===== config.mk =====
export PLATFORM = sky130hd
export DESIGN_NAME = rv32i_decode_execute_unit
export DESIGN_NICKNAME = d
export VERILOG_FILES = /design/src/design/rvde_pkg.sv /design/src/design/rvde_front.sv /design/src/design/rvde_queue.sv /design/src/design/rvde_back.sv /design/src/design/rv32i_decode_execute_unit.sv
export SDC_FILE = /design/constraint.sdc
export NUM_CORES = 1
export LEC_CHECK = 0
export ABC_AREA = 1
export ABC_CLOCK_PERIOD_IN_PS = 7050
export BUFFER_PORTS_ARGS = -buffer_cell sky130_fd_sc_hd__buf_2
export CORE_ASPECT_RATIO = 1.25
export CORE_MARGIN = 10
export CORE_UTILIZATION = 40
export CTS_BUF_LIST = sky130_fd_sc_hd__clkbuf_8
export DETAILED_ROUTE_END_ITERATION = 10
export PLACE_DENSITY = 0.69
export SLEW_MARGIN = 20
export SYNTH_ARGS = -nofsm -noshare
export SYNTH_HDL_FRONTEND = slang
export SYNTH_SLANG_ARGS = --single-unit

===== constraint.sdc =====
create_clock -name clk -period 7.05 [get_ports clk]
set_input_delay 1.41 -clock clk [delete_from_list [all_inputs] [get_ports clk]]
set_output_delay 1.41 -clock clk [all_outputs]
set_load 0.01 [all_outputs]

===== src/design/rvde_pkg.sv =====
`default_nettype none
// ----------------------------------------------------------------------------
// rvde_pkg
// Shared types and constants for the RV32I decode/execute unit.
// ----------------------------------------------------------------------------
package rvde_pkg;

    localparam logic [31:0] STOP_WORD = 32'h00c68223;

    localparam logic [6:0] OPC_OP     = 7'b0110011;
    localparam logic [6:0] OPC_JALR   = 7'b1100111;
    localparam logic [6:0] OPC_LOAD   = 7'b0000011;
    localparam logic [6:0] OPC_OPIMM  = 7'b0010011;
    localparam logic [6:0] OPC_STORE  = 7'b0100011;
    localparam logic [6:0] OPC_BRANCH = 7'b1100011;
    localparam logic [6:0] OPC_LUI    = 7'b0110111;
    localparam logic [6:0] OPC_AUIPC  = 7'b0010111;
    localparam logic [6:0] OPC_JAL    = 7'b1101111;

    localparam logic [1:0] MEM_NONE  = 2'd0;
    localparam logic [1:0] MEM_LOAD  = 2'd1;
    localparam logic [1:0] MEM_STORE = 2'd2;

    typedef enum logic [3:0] {
        CLS_NONE,
        CLS_ALU,
        CLS_JALR,
        CLS_LOAD,
        CLS_STORE,
        CLS_BRANCH,
        CLS_LUI,
        CLS_AUIPC,
        CLS_JAL
    } cls_t;

    typedef struct packed {
        logic [31:0] instr_word;
        logic [31:0] instr_pc;
        logic [31:0] src1_value;
        logic [31:0] src2_value;
    } in_item_t;

    typedef struct packed {
        logic [4:0]  dest_index;
        logic        dest_write;
        logic [31:0] dest_value;
        logic [31:0] next_pc;
        logic        redirect;
        logic [1:0]  mem_kind;
        logic [1:0]  mem_size;
        logic        load_unsigned;
        logic [31:0] mem_address;
        logic [31:0] store_data;
        logic        halt;
        logic        illegal;
    } out_item_t;

    // decoded op handed from front to back
    typedef struct packed {
        cls_t        cls;
        logic        halt;
        logic        illegal;
        logic [2:0]  f3;
        logic        alt;
        logic        sub_ok;
        logic [4:0]  rd;
        logic [31:0] imm;
        logic [31:0] pc;
        logic [31:0] a;
        logic [31:0] b;
    } dec_op_t;

endpackage : rvde_pkg
`default_nettype wire


===== src/design/rvde_front.sv =====
`default_nettype none
// ----------------------------------------------------------------------------
// rvde_front
// Accepts instructions, decodes class and immediate, registers the result.
// ----------------------------------------------------------------------------
module rvde_front
    import rvde_pkg::*;
(
    input  wire logic     clk,
    input  wire logic     rst_n,
    input  wire logic     in_valid,
    output logic          in_stall,
    input  wire in_item_t in_data,
    output logic          dq_valid,
    input  wire logic     dq_stall,
    output dec_op_t       dq_data
);

    logic    valid_reg;
    dec_op_t op_reg;
    dec_op_t op_next;
    logic    take;

    logic [31:0] w;
    logic [2:0]  f3;

    assign w  = in_data.instr_word;
    assign f3 = w[14:12];

    always_comb
    begin
        op_next         = '0;
        op_next.f3      = f3;
        op_next.alt     = w[30];
        op_next.rd      = w[11:7];
        op_next.pc      = in_data.instr_pc;
        op_next.a       = in_data.src1_value;
        op_next.b       = in_data.src2_value;
        op_next.cls     = CLS_NONE;
        if (w == STOP_WORD)
        begin
            op_next.halt = 1'b1;
        end
        else
        begin
            case (w[6:0])
                OPC_OP:
                begin
                    op_next.cls    = CLS_ALU;
                    op_next.sub_ok = 1'b1;
                    op_next.imm    = in_data.src2_value;
                end
                OPC_OPIMM:
                begin
                    op_next.cls = CLS_ALU;
                    op_next.imm = {{20{w[31]}}, w[31:20]};
                end
                OPC_JALR:
                begin
                    op_next.cls = CLS_JALR;
                    op_next.imm = {{20{w[31]}}, w[31:20]};
                end
                OPC_LOAD:
                begin
                    op_next.cls     = CLS_LOAD;
                    op_next.imm     = {{20{w[31]}}, w[31:20]};
                    op_next.illegal = (f3 == 3'd3) || (f3 > 3'd5);
                end
                OPC_STORE:
                begin
                    op_next.cls     = CLS_STORE;
                    op_next.imm     = {{20{w[31]}}, w[31:25], w[11:7]};
                    op_next.illegal = (f3 > 3'd2);
                end
                OPC_BRANCH:
                begin
                    op_next.cls     = CLS_BRANCH;
                    op_next.imm     = {{20{w[31]}}, w[7], w[30:25], w[11:8], 1'b0};
                    op_next.illegal = (f3 == 3'd2) || (f3 == 3'd3);
                end
                OPC_LUI:
                begin
                    op_next.cls = CLS_LUI;
                    op_next.imm = {w[31:12], 12'd0};
                end
                OPC_AUIPC:
                begin
                    op_next.cls = CLS_AUIPC;
                    op_next.imm = {w[31:12], 12'd0};
                end
                OPC_JAL:
                begin
                    op_next.cls = CLS_JAL;
                    op_next.imm = {{12{w[31]}}, w[19:12], w[20], w[30:21], 1'b0};
                end
                default:
                begin
                    op_next.illegal = 1'b1;
                end
            endcase
        end
    end

    assign in_stall = valid_reg && dq_stall;
    assign take     = in_valid && !in_stall;

    always_ff @(posedge clk or negedge rst_n)
    begin
        if (!rst_n)
        begin
            valid_reg <= 1'b0;
        end
        else if (!in_stall)
        begin
            valid_reg <= in_valid;
        end
    end

    always_ff @(posedge clk)
    begin
        if (take)
        begin
            op_reg <= op_next;
        end
    end

    assign dq_valid = valid_reg;
    assign dq_data  = op_reg;

endmodule : rvde_front
`default_nettype wire


===== src/design/rvde_queue.sv =====
`default_nettype none
// ----------------------------------------------------------------------------
// rvde_queue
// Two-entry queue between decode and execute; full throughput with
// registered stall.
// ----------------------------------------------------------------------------
module rvde_queue
    import rvde_pkg::*;
(
    input  wire logic    clk,
    input  wire logic    rst_n,
    input  wire logic    wr_valid,
    output logic         wr_stall,
    input  wire dec_op_t wr_data,
    output logic         rd_valid,
    input  wire logic    rd_stall,
    output dec_op_t      rd_data
);

    dec_op_t    mem_reg [2];
    logic       wptr_reg;
    logic       rptr_reg;
    logic [1:0] cnt_reg;
    logic       push;
    logic       pop;

    assign wr_stall = (cnt_reg == 2'd2);
    assign rd_valid = (cnt_reg != 2'd0);
    assign rd_data  = mem_reg[rptr_reg];
    assign push     = wr_valid && !wr_stall;
    assign pop      = rd_valid && !rd_stall;

    always_ff @(posedge clk or negedge rst_n)
    begin
        if (!rst_n)
        begin
            wptr_reg <= 1'b0;
            rptr_reg <= 1'b0;
            cnt_reg  <= 2'd0;
        end
        else
        begin
            if (push)
            begin
                wptr_reg <= !wptr_reg;
            end
            if (pop)
            begin
                rptr_reg <= !rptr_reg;
            end
            if (push && !pop)
            begin
                cnt_reg <= cnt_reg + 2'd1;
            end
            else if (pop && !push)
            begin
                cnt_reg <= cnt_reg - 2'd1;
            end
        end
    end

    always_ff @(posedge clk)
    begin
        if (push)
        begin
            mem_reg[wptr_reg] <= wr_data;
        end
    end

endmodule : rvde_queue
`default_nettype wire


===== src/design/rvde_back.sv =====
`default_nettype none
// ----------------------------------------------------------------------------
// rvde_back
// Executes a decoded op: ALU, branch compare, address and target adds.
// Result sits in an output register.
// ----------------------------------------------------------------------------
module rvde_back
    import rvde_pkg::*;
(
    input  wire logic    clk,
    input  wire logic    rst_n,
    input  wire logic    op_valid,
    output logic         op_stall,
    input  wire dec_op_t op_data,
    output logic         res_valid,
    input  wire logic    res_stall,
    output out_item_t    res_data
);

    logic      valid_reg;
    out_item_t res_reg;
    out_item_t res_next;

    logic [31:0] a;
    logic [31:0] b;
    logic [31:0] opb;
    logic [31:0] seq;
    logic [31:0] alu;
    logic [31:0] sum_ai;
    logic [4:0]  sh;
    logic        lt_s;
    logic        lt_u;
    logic        slt_s;
    logic        slt_u;
    logic        cond;

    assign a      = op_data.a;
    assign b      = op_data.b;
    assign opb    = op_data.imm;
    assign sh     = opb[4:0];
    assign seq    = op_data.pc + 32'd4;
    assign sum_ai = a + opb;
    assign lt_s   = $signed(a) < $signed(b);
    assign lt_u   = a < b;
    assign slt_s  = $signed(a) < $signed(opb);
    assign slt_u  = a < opb;

    always_comb
    begin
        case (op_data.f3)
            3'd0:    alu = (op_data.alt && op_data.sub_ok) ? a - opb : sum_ai;
            3'd1:    alu = a << sh;
            3'd2:    alu = {31'd0, slt_s};
            3'd3:    alu = {31'd0, slt_u};
            3'd4:    alu = a ^ opb;
            3'd5:    alu = op_data.alt ? 32'($signed(a) >>> sh) : a >> sh;
            3'd6:    alu = a | opb;
            default: alu = a & opb;
        endcase
    end

    always_comb
    begin
        case (op_data.f3)
            3'd0:    cond = (a == b);
            3'd1:    cond = (a != b);
            3'd4:    cond = lt_s;
            3'd5:    cond = !lt_s;
            3'd6:    cond = lt_u;
            3'd7:    cond = !lt_u;
            default: cond = 1'b0;
        endcase
    end

    always_comb
    begin
        res_next         = '0;
        res_next.next_pc = seq;
        res_next.halt    = op_data.halt;
        res_next.illegal = op_data.illegal;
        if (!op_data.halt && !op_data.illegal)
        begin
            case (op_data.cls)
                CLS_ALU:
                begin
                    res_next.dest_index = op_data.rd;
                    res_next.dest_write = 1'b1;
                    res_next.dest_value = alu;
                end
                CLS_JALR:
                begin
                    res_next.dest_index = op_data.rd;
                    res_next.dest_write = 1'b1;
                    res_next.dest_value = seq;
                    res_next.next_pc    = {sum_ai[31:1], 1'b0};
                    res_next.redirect   = 1'b1;
                end
                CLS_LOAD:
                begin
                    res_next.dest_index    = op_data.rd;
                    res_next.mem_kind      = MEM_LOAD;
                    res_next.mem_size      = op_data.f3[1:0];
                    res_next.load_unsigned = op_data.f3[2];
                    res_next.mem_address   = sum_ai;
                end
                CLS_STORE:
                begin
                    res_next.mem_kind    = MEM_STORE;
                    res_next.mem_size    = op_data.f3[1:0];
                    res_next.mem_address = sum_ai;
                    res_next.store_data  = b;
                end
                CLS_BRANCH:
                begin
                    if (cond)
                    begin
                        res_next.redirect = 1'b1;
                        res_next.next_pc  = op_data.pc + opb;
                    end
                end
                CLS_LUI:
                begin
                    res_next.dest_index = op_data.rd;
                    res_next.dest_write = 1'b1;
                    res_next.dest_value = opb;
                end
                CLS_AUIPC:
                begin
                    res_next.dest_index = op_data.rd;
                    res_next.dest_write = 1'b1;
                    res_next.dest_value = op_data.pc + opb;
                end
                CLS_JAL:
                begin
                    res_next.dest_index = op_data.rd;
                    res_next.dest_write = 1'b1;
                    res_next.dest_value = seq;
                    res_next.next_pc    = op_data.pc + opb;
                    res_next.redirect   = 1'b1;
                end
                default:
                begin
                    res_next.dest_index = 5'd0;
                end
            endcase
            if (op_data.rd == 5'd0)
            begin
                res_next.dest_write = 1'b0;
            end
        end
    end

    assign op_stall = valid_reg && res_stall;

    always_ff @(posedge clk or negedge rst_n)
    begin
        if (!rst_n)
        begin
            valid_reg <= 1'b0;
        end
        else if (!op_stall)
        begin
            valid_reg <= op_valid;
        end
    end

    always_ff @(posedge clk)
    begin
        if (op_valid && !op_stall)
        begin
            res_reg <= res_next;
        end
    end

    assign res_valid = valid_reg;
    assign res_data  = res_reg;

endmodule : rvde_back
`default_nettype wire


===== src/design/rv32i_decode_execute_unit.sv =====
`default_nettype none
// ----------------------------------------------------------------------------
// rv32i_decode_execute_unit
// RV32I decode and execute: one instruction in, one result out.
//
// Input channel in_valid/in_stall/in_data carries the instruction word, its
// pc and both source register values. Output channel out_valid/out_stall/
// out_data carries the register write, next pc and redirect, the load or
// store request, and the halt and illegal flags.
// With no stall an instruction passes the decode register, the two-entry
// queue, then the execute result register. Throughput is one instruction
// per cycle while the receiver does not stall.
// Reset clears all valid flags and the queue; no output is presented until
// an instruction has been accepted. When the receiver stalls, the result
// holds, the queue fills, and in_stall rises once decode can no longer move.
// ----------------------------------------------------------------------------
module rv32i_decode_execute_unit
    import rvde_pkg::*;
(
    input  wire logic     clk,
    input  wire logic     rst_n,
    input  wire logic     in_valid,
    output logic          in_stall,
    input  wire in_item_t in_data,
    output logic          out_valid,
    input  wire logic     out_stall,
    output out_item_t     out_data
);

    logic    fq_valid;
    logic    fq_stall;
    dec_op_t fq_data;
    logic    qb_valid;
    logic    qb_stall;
    dec_op_t qb_data;

    rvde_front u_front (
        .clk      (clk),
        .rst_n    (rst_n),
        .in_valid (in_valid),
        .in_stall (in_stall),
        .in_data  (in_data),
        .dq_valid (fq_valid),
        .dq_stall (fq_stall),
        .dq_data  (fq_data)
    );

    rvde_queue u_queue (
        .clk      (clk),
        .rst_n    (rst_n),
        .wr_valid (fq_valid),
        .wr_stall (fq_stall),
        .wr_data  (fq_data),
        .rd_valid (qb_valid),
        .rd_stall (qb_stall),
        .rd_data  (qb_data)
    );

    rvde_back u_back (
        .clk       (clk),
        .rst_n     (rst_n),
        .op_valid  (qb_valid),
        .op_stall  (qb_stall),
        .op_data   (qb_data),
        .res_valid (out_valid),
        .res_stall (out_stall),
        .res_data  (out_data)
    );

endmodule : rv32i_decode_execute_unit
`default_nettype wire


==> summary.md <==
| Metric | Value |
|---|---|
| Status | `complete, no violations` |
| Post-CTS Setup Repair Bufs | `0` |
| Hold/Removal Path Class | `reg -> reg` |
| Req. time, crit path | `7.49 ns` |
| CTS sink count | `580` |
| Clk slew on worst S/H paths | `0.07 ns` |
| Worst hold path depth | `0` |
| First-pass GRT wire length | `229 mm` |
| Sequential fraction of the synthesis area | `48.8%` |
| RSZ-0062 raised after global routing | `no` |
| Fin. max-slew vios | `0` |
| Synth Register Bits | `580` |
| Hold endpoint | `u_queue.mem_reg[0][5]` |
| Area share of fa/ha/maj cells after synthesis | `5.85%` |
| Total track usage | `31.3%` |
| # IOs | `276` |
| Setup_tns | `0 ns` |
| Vias in the first global route | `31.8k` |
| Num rows | `122` |
| Ys Warns | `0` |
| Post-synthesis compound-gate area fraction | `10.2%` |
| CTS Buf Count | `88` |
| Initial antenna violation count | `6` |
| Post-synthesis mux area share | `1.21%` |
| Buffers on Ports | `275` |
| Relative slew slack | `19.9%` |
| Antenna-violating nets left | `0` |
| Die Width | `287 um` |
| Crit path largest cell delay | `0.91 ns` |
| Total number of vias | `33.3k` |
| Asr flop ratio synth | `1.03%` |
| Final GP Congestion | `1.12` |
| Cells after Synth | `4214` |
| Routed len/inst | `28.6 um` |
| Combinational family with the most area after synthesis | `simple AND/OR/NAND/NOR gates` |
| Startpoint types | `flop` |
| CTS tree | `done` |
| Vias/cell | `5.78` |
| Post-Synth XOR/XNOR Area | `1.47%` |
| Max-Cap Viols | `0` |
| Final core area utilization | `45.3%` |
| Post-synthesis net count | `4511` |
| Worst-case clock skew | `0.0645 ns` |
| Pin count of the biggest net entering global routing | `94` |
| Fin crit period | `5.79 ns` |
| DRT iter0 DRCs | `4414` |
| Detailed Route WL | `165 mm` |
| RR Endpoint | `u_back.res_data[118]` |
| Post-CTS Hold Buffers | `0` |
| R2R setup slack | `1.26 ns` |
| EDFF count, synth | `574` |
| Syn_area_per_cell | `8.46 sq um` |
| Layout cells sized above 1 | `13.4%` |
| Cell Area, Synth | `35700 sq um` |
| Clk root buf | `clkbuf_8` |
| CP endpoint kind | `flop` |
| Longest Clk Path Bufs | `3` |
| Measured slew at the worst slew-check pin | `1.20 ns` |
| Worst path cell trace | `inv_2 -> buf_4 -> nand2_1 -> nand2_1 -> inv_1 -> ha_1 -> inv_1 -> o21ai_0 -> a21oi_1 -> nand3_1 -> nand2_1 -> nand2_1 -> xor2_1 -> nand2_1 -> nand3_1 -> nand3b_1 -> nand2_1 -> a21oi_1` |
| Worst r2r src | `u_queue.rptr_reg` |
| Synth Flop Type | `edfxtp_1` |
| CP Class | `reg -> reg` |
| Placeable Area | `88500 sq um` |
| Crit path top cell by count | `nand2_1` |
| Post-synthesis cell type count | `62` |
| Largest register FFs | `288` |
| Slowest-stage cell, CP | `xor2_1` |
| Worst endpoint data arrival time | `6.23 ns` |
| Die height | `354 um` |
| Peak fanout along the critical path | `39` |
| Worst reg2reg path depth | `18` |
| Final Hold Viols | `0` |
| HPWL Detailed | `128 mm` |
| Final setup fails | `0` |
| PostCTS Resize Cnt | `0` |
| Maximum clock rate | `0.173 GHz` |
| Synth Area in Simple Gates | `26.0%` |
| CTS H-tree depth | `3` |
| Final Cycle Share | `82.1%` |
| Area growth syn-to-layout | `12.5%` |
| Die ar. | `102000 sq um` |
| Clk_lat worst skew | `0.76 ns` |
| Gr ovfl total | `0` |
| 1st-pass router iterations | `6` |
| Initial Utilization | `40.3%` |
| Critical hold path startpoint | `u_front.dq_data[5]` |
| Drt drc | `0` |
| Nets | `4802` |
| Commonest non-fill, non-tap cell in the layout | `nand2_1` |
| Final worst setup slack | `1.26 ns` |
| Dpl ws | `1.48 ns` |
| Most frequent cells in the layout | `nand2_1, edfxtp_1, nor2_1` |
==> worst max-delay path, delay by kind of cell, from the launching register on <==
family	cells	cell delay (ns)
compound gates	3	0.70
xor+xnor	1	0.91
fa+ha+maj	1	0.53
buf+inv	4	1.05
flops	1	0.71
simple gates	9	1.62
==> layer usage <==
layer	up-vias	GRT usage, %	part of all wire [%]	routed length, um
li1	14882	-	-	-
met1	15799	39.4	38	62700
met2	2123	49.1	45	74000
met3	468	6.30	9.8	16100
met4	4	19.2	7.1	11600
met5	-	0	0.019	31
==> Yosys cell counts, types with 11 or more instances <==
master	n	share of area (%)
o21ai_0	157	2.2
o21bai_1	14	0.29
nor3_1	42	0.59
nand2_2	27	0.47
ha_1	162	5.7
nor4_1	14	0.25
o22ai_1	38	0.67
buf_6	14	0.44
or2_1	15	0.26
or2_2	39	0.68
o211ai_1	38	0.80
o21ai_1	55	0.77
xor2_1	44	1.1
buf_2	58	0.81
mux2i_1	43	1.2
clkbuf_1	73	0.77
nand4_1	32	0.56
nand3b_1	15	0.32
xnor2_1	16	0.39
nand2_1	1117	12
edfxtp_1	574	48
o21ai_2	11	0.27
nand3_1	403	5.7
a21oi_1	245	3.4
o21a_1	16	0.34
inv_2	23	0.24
inv_1	376	4.0
nor2_1	430	4.5
==> logic make-up (layout without fill, tap and decap cells) <==
logic type,Yosys count,count (layout)
AND/OR/NAND/NOR,2167,2167
AO/OA/AOI/OAI,637,637
flip-flops,580,580
buffers and inverters,562,921
adder cells (fa/ha/maj),165,165
XOR/XNOR,60,60
multiplexers,43,43
other,0,4
==> worst max path at each step <==
stage / start / endpoint / slack (ns) / cells after the start
6_report: u_queue.rptr_reg / u_back.res_data[118] / 1.26 / 18
5_1_grt: u_queue.rptr_reg / u_back.res_data[118] / 1.29 / 18
4_1_cts: u_queue.rptr_reg / u_back.res_data[118] / 1.45 / 17
3_5_place_dp: u_queue.rptr_reg / u_back.res_data[118] / 1.48 / 17
3_3_place_gp: u_queue.rptr_reg / u_back.res_data[118] / 1.36 / 17
2_1_floorplan: u_queue.cnt_reg[0] / u_queue.mem_reg[1][0] / 2.11 / 4
==> layout make-up <==
class / instances / area [sq um]
multi-input combinational: 3072 / 16000
inverter: 401 / 1520
clock buffer: 93 / 1280
antenna: 4 / 10.0
sequential: 580 / 17400
clock inverter: 65 / 427
fill: 8867 / 48400
timing repair buffer: 362 / 2040
tap: 1178 / 1470
==> stage by stage <==
| stage | hold WS, ns | cells | area, sq um |
|---|---|---|---|
| 6_report | 0.394 | 5755 | 40100 |
| 5_1_grt | 0.407 | 5753 | 40100 |
| 4_1_cts | 0.392 | 5751 | 40100 |
| 3_5_place_dp | 0.431 | 5593 | 38400 |
| 3_3_place_gp | 0.423 | 5593 | 38400 |
| 2_1_floorplan | 0.421 | 4214 | 35700 |
Power is left out: the tool's default activity adds up to more than one toggle a clock period on the data nets, which glitch-free logic cannot reach.
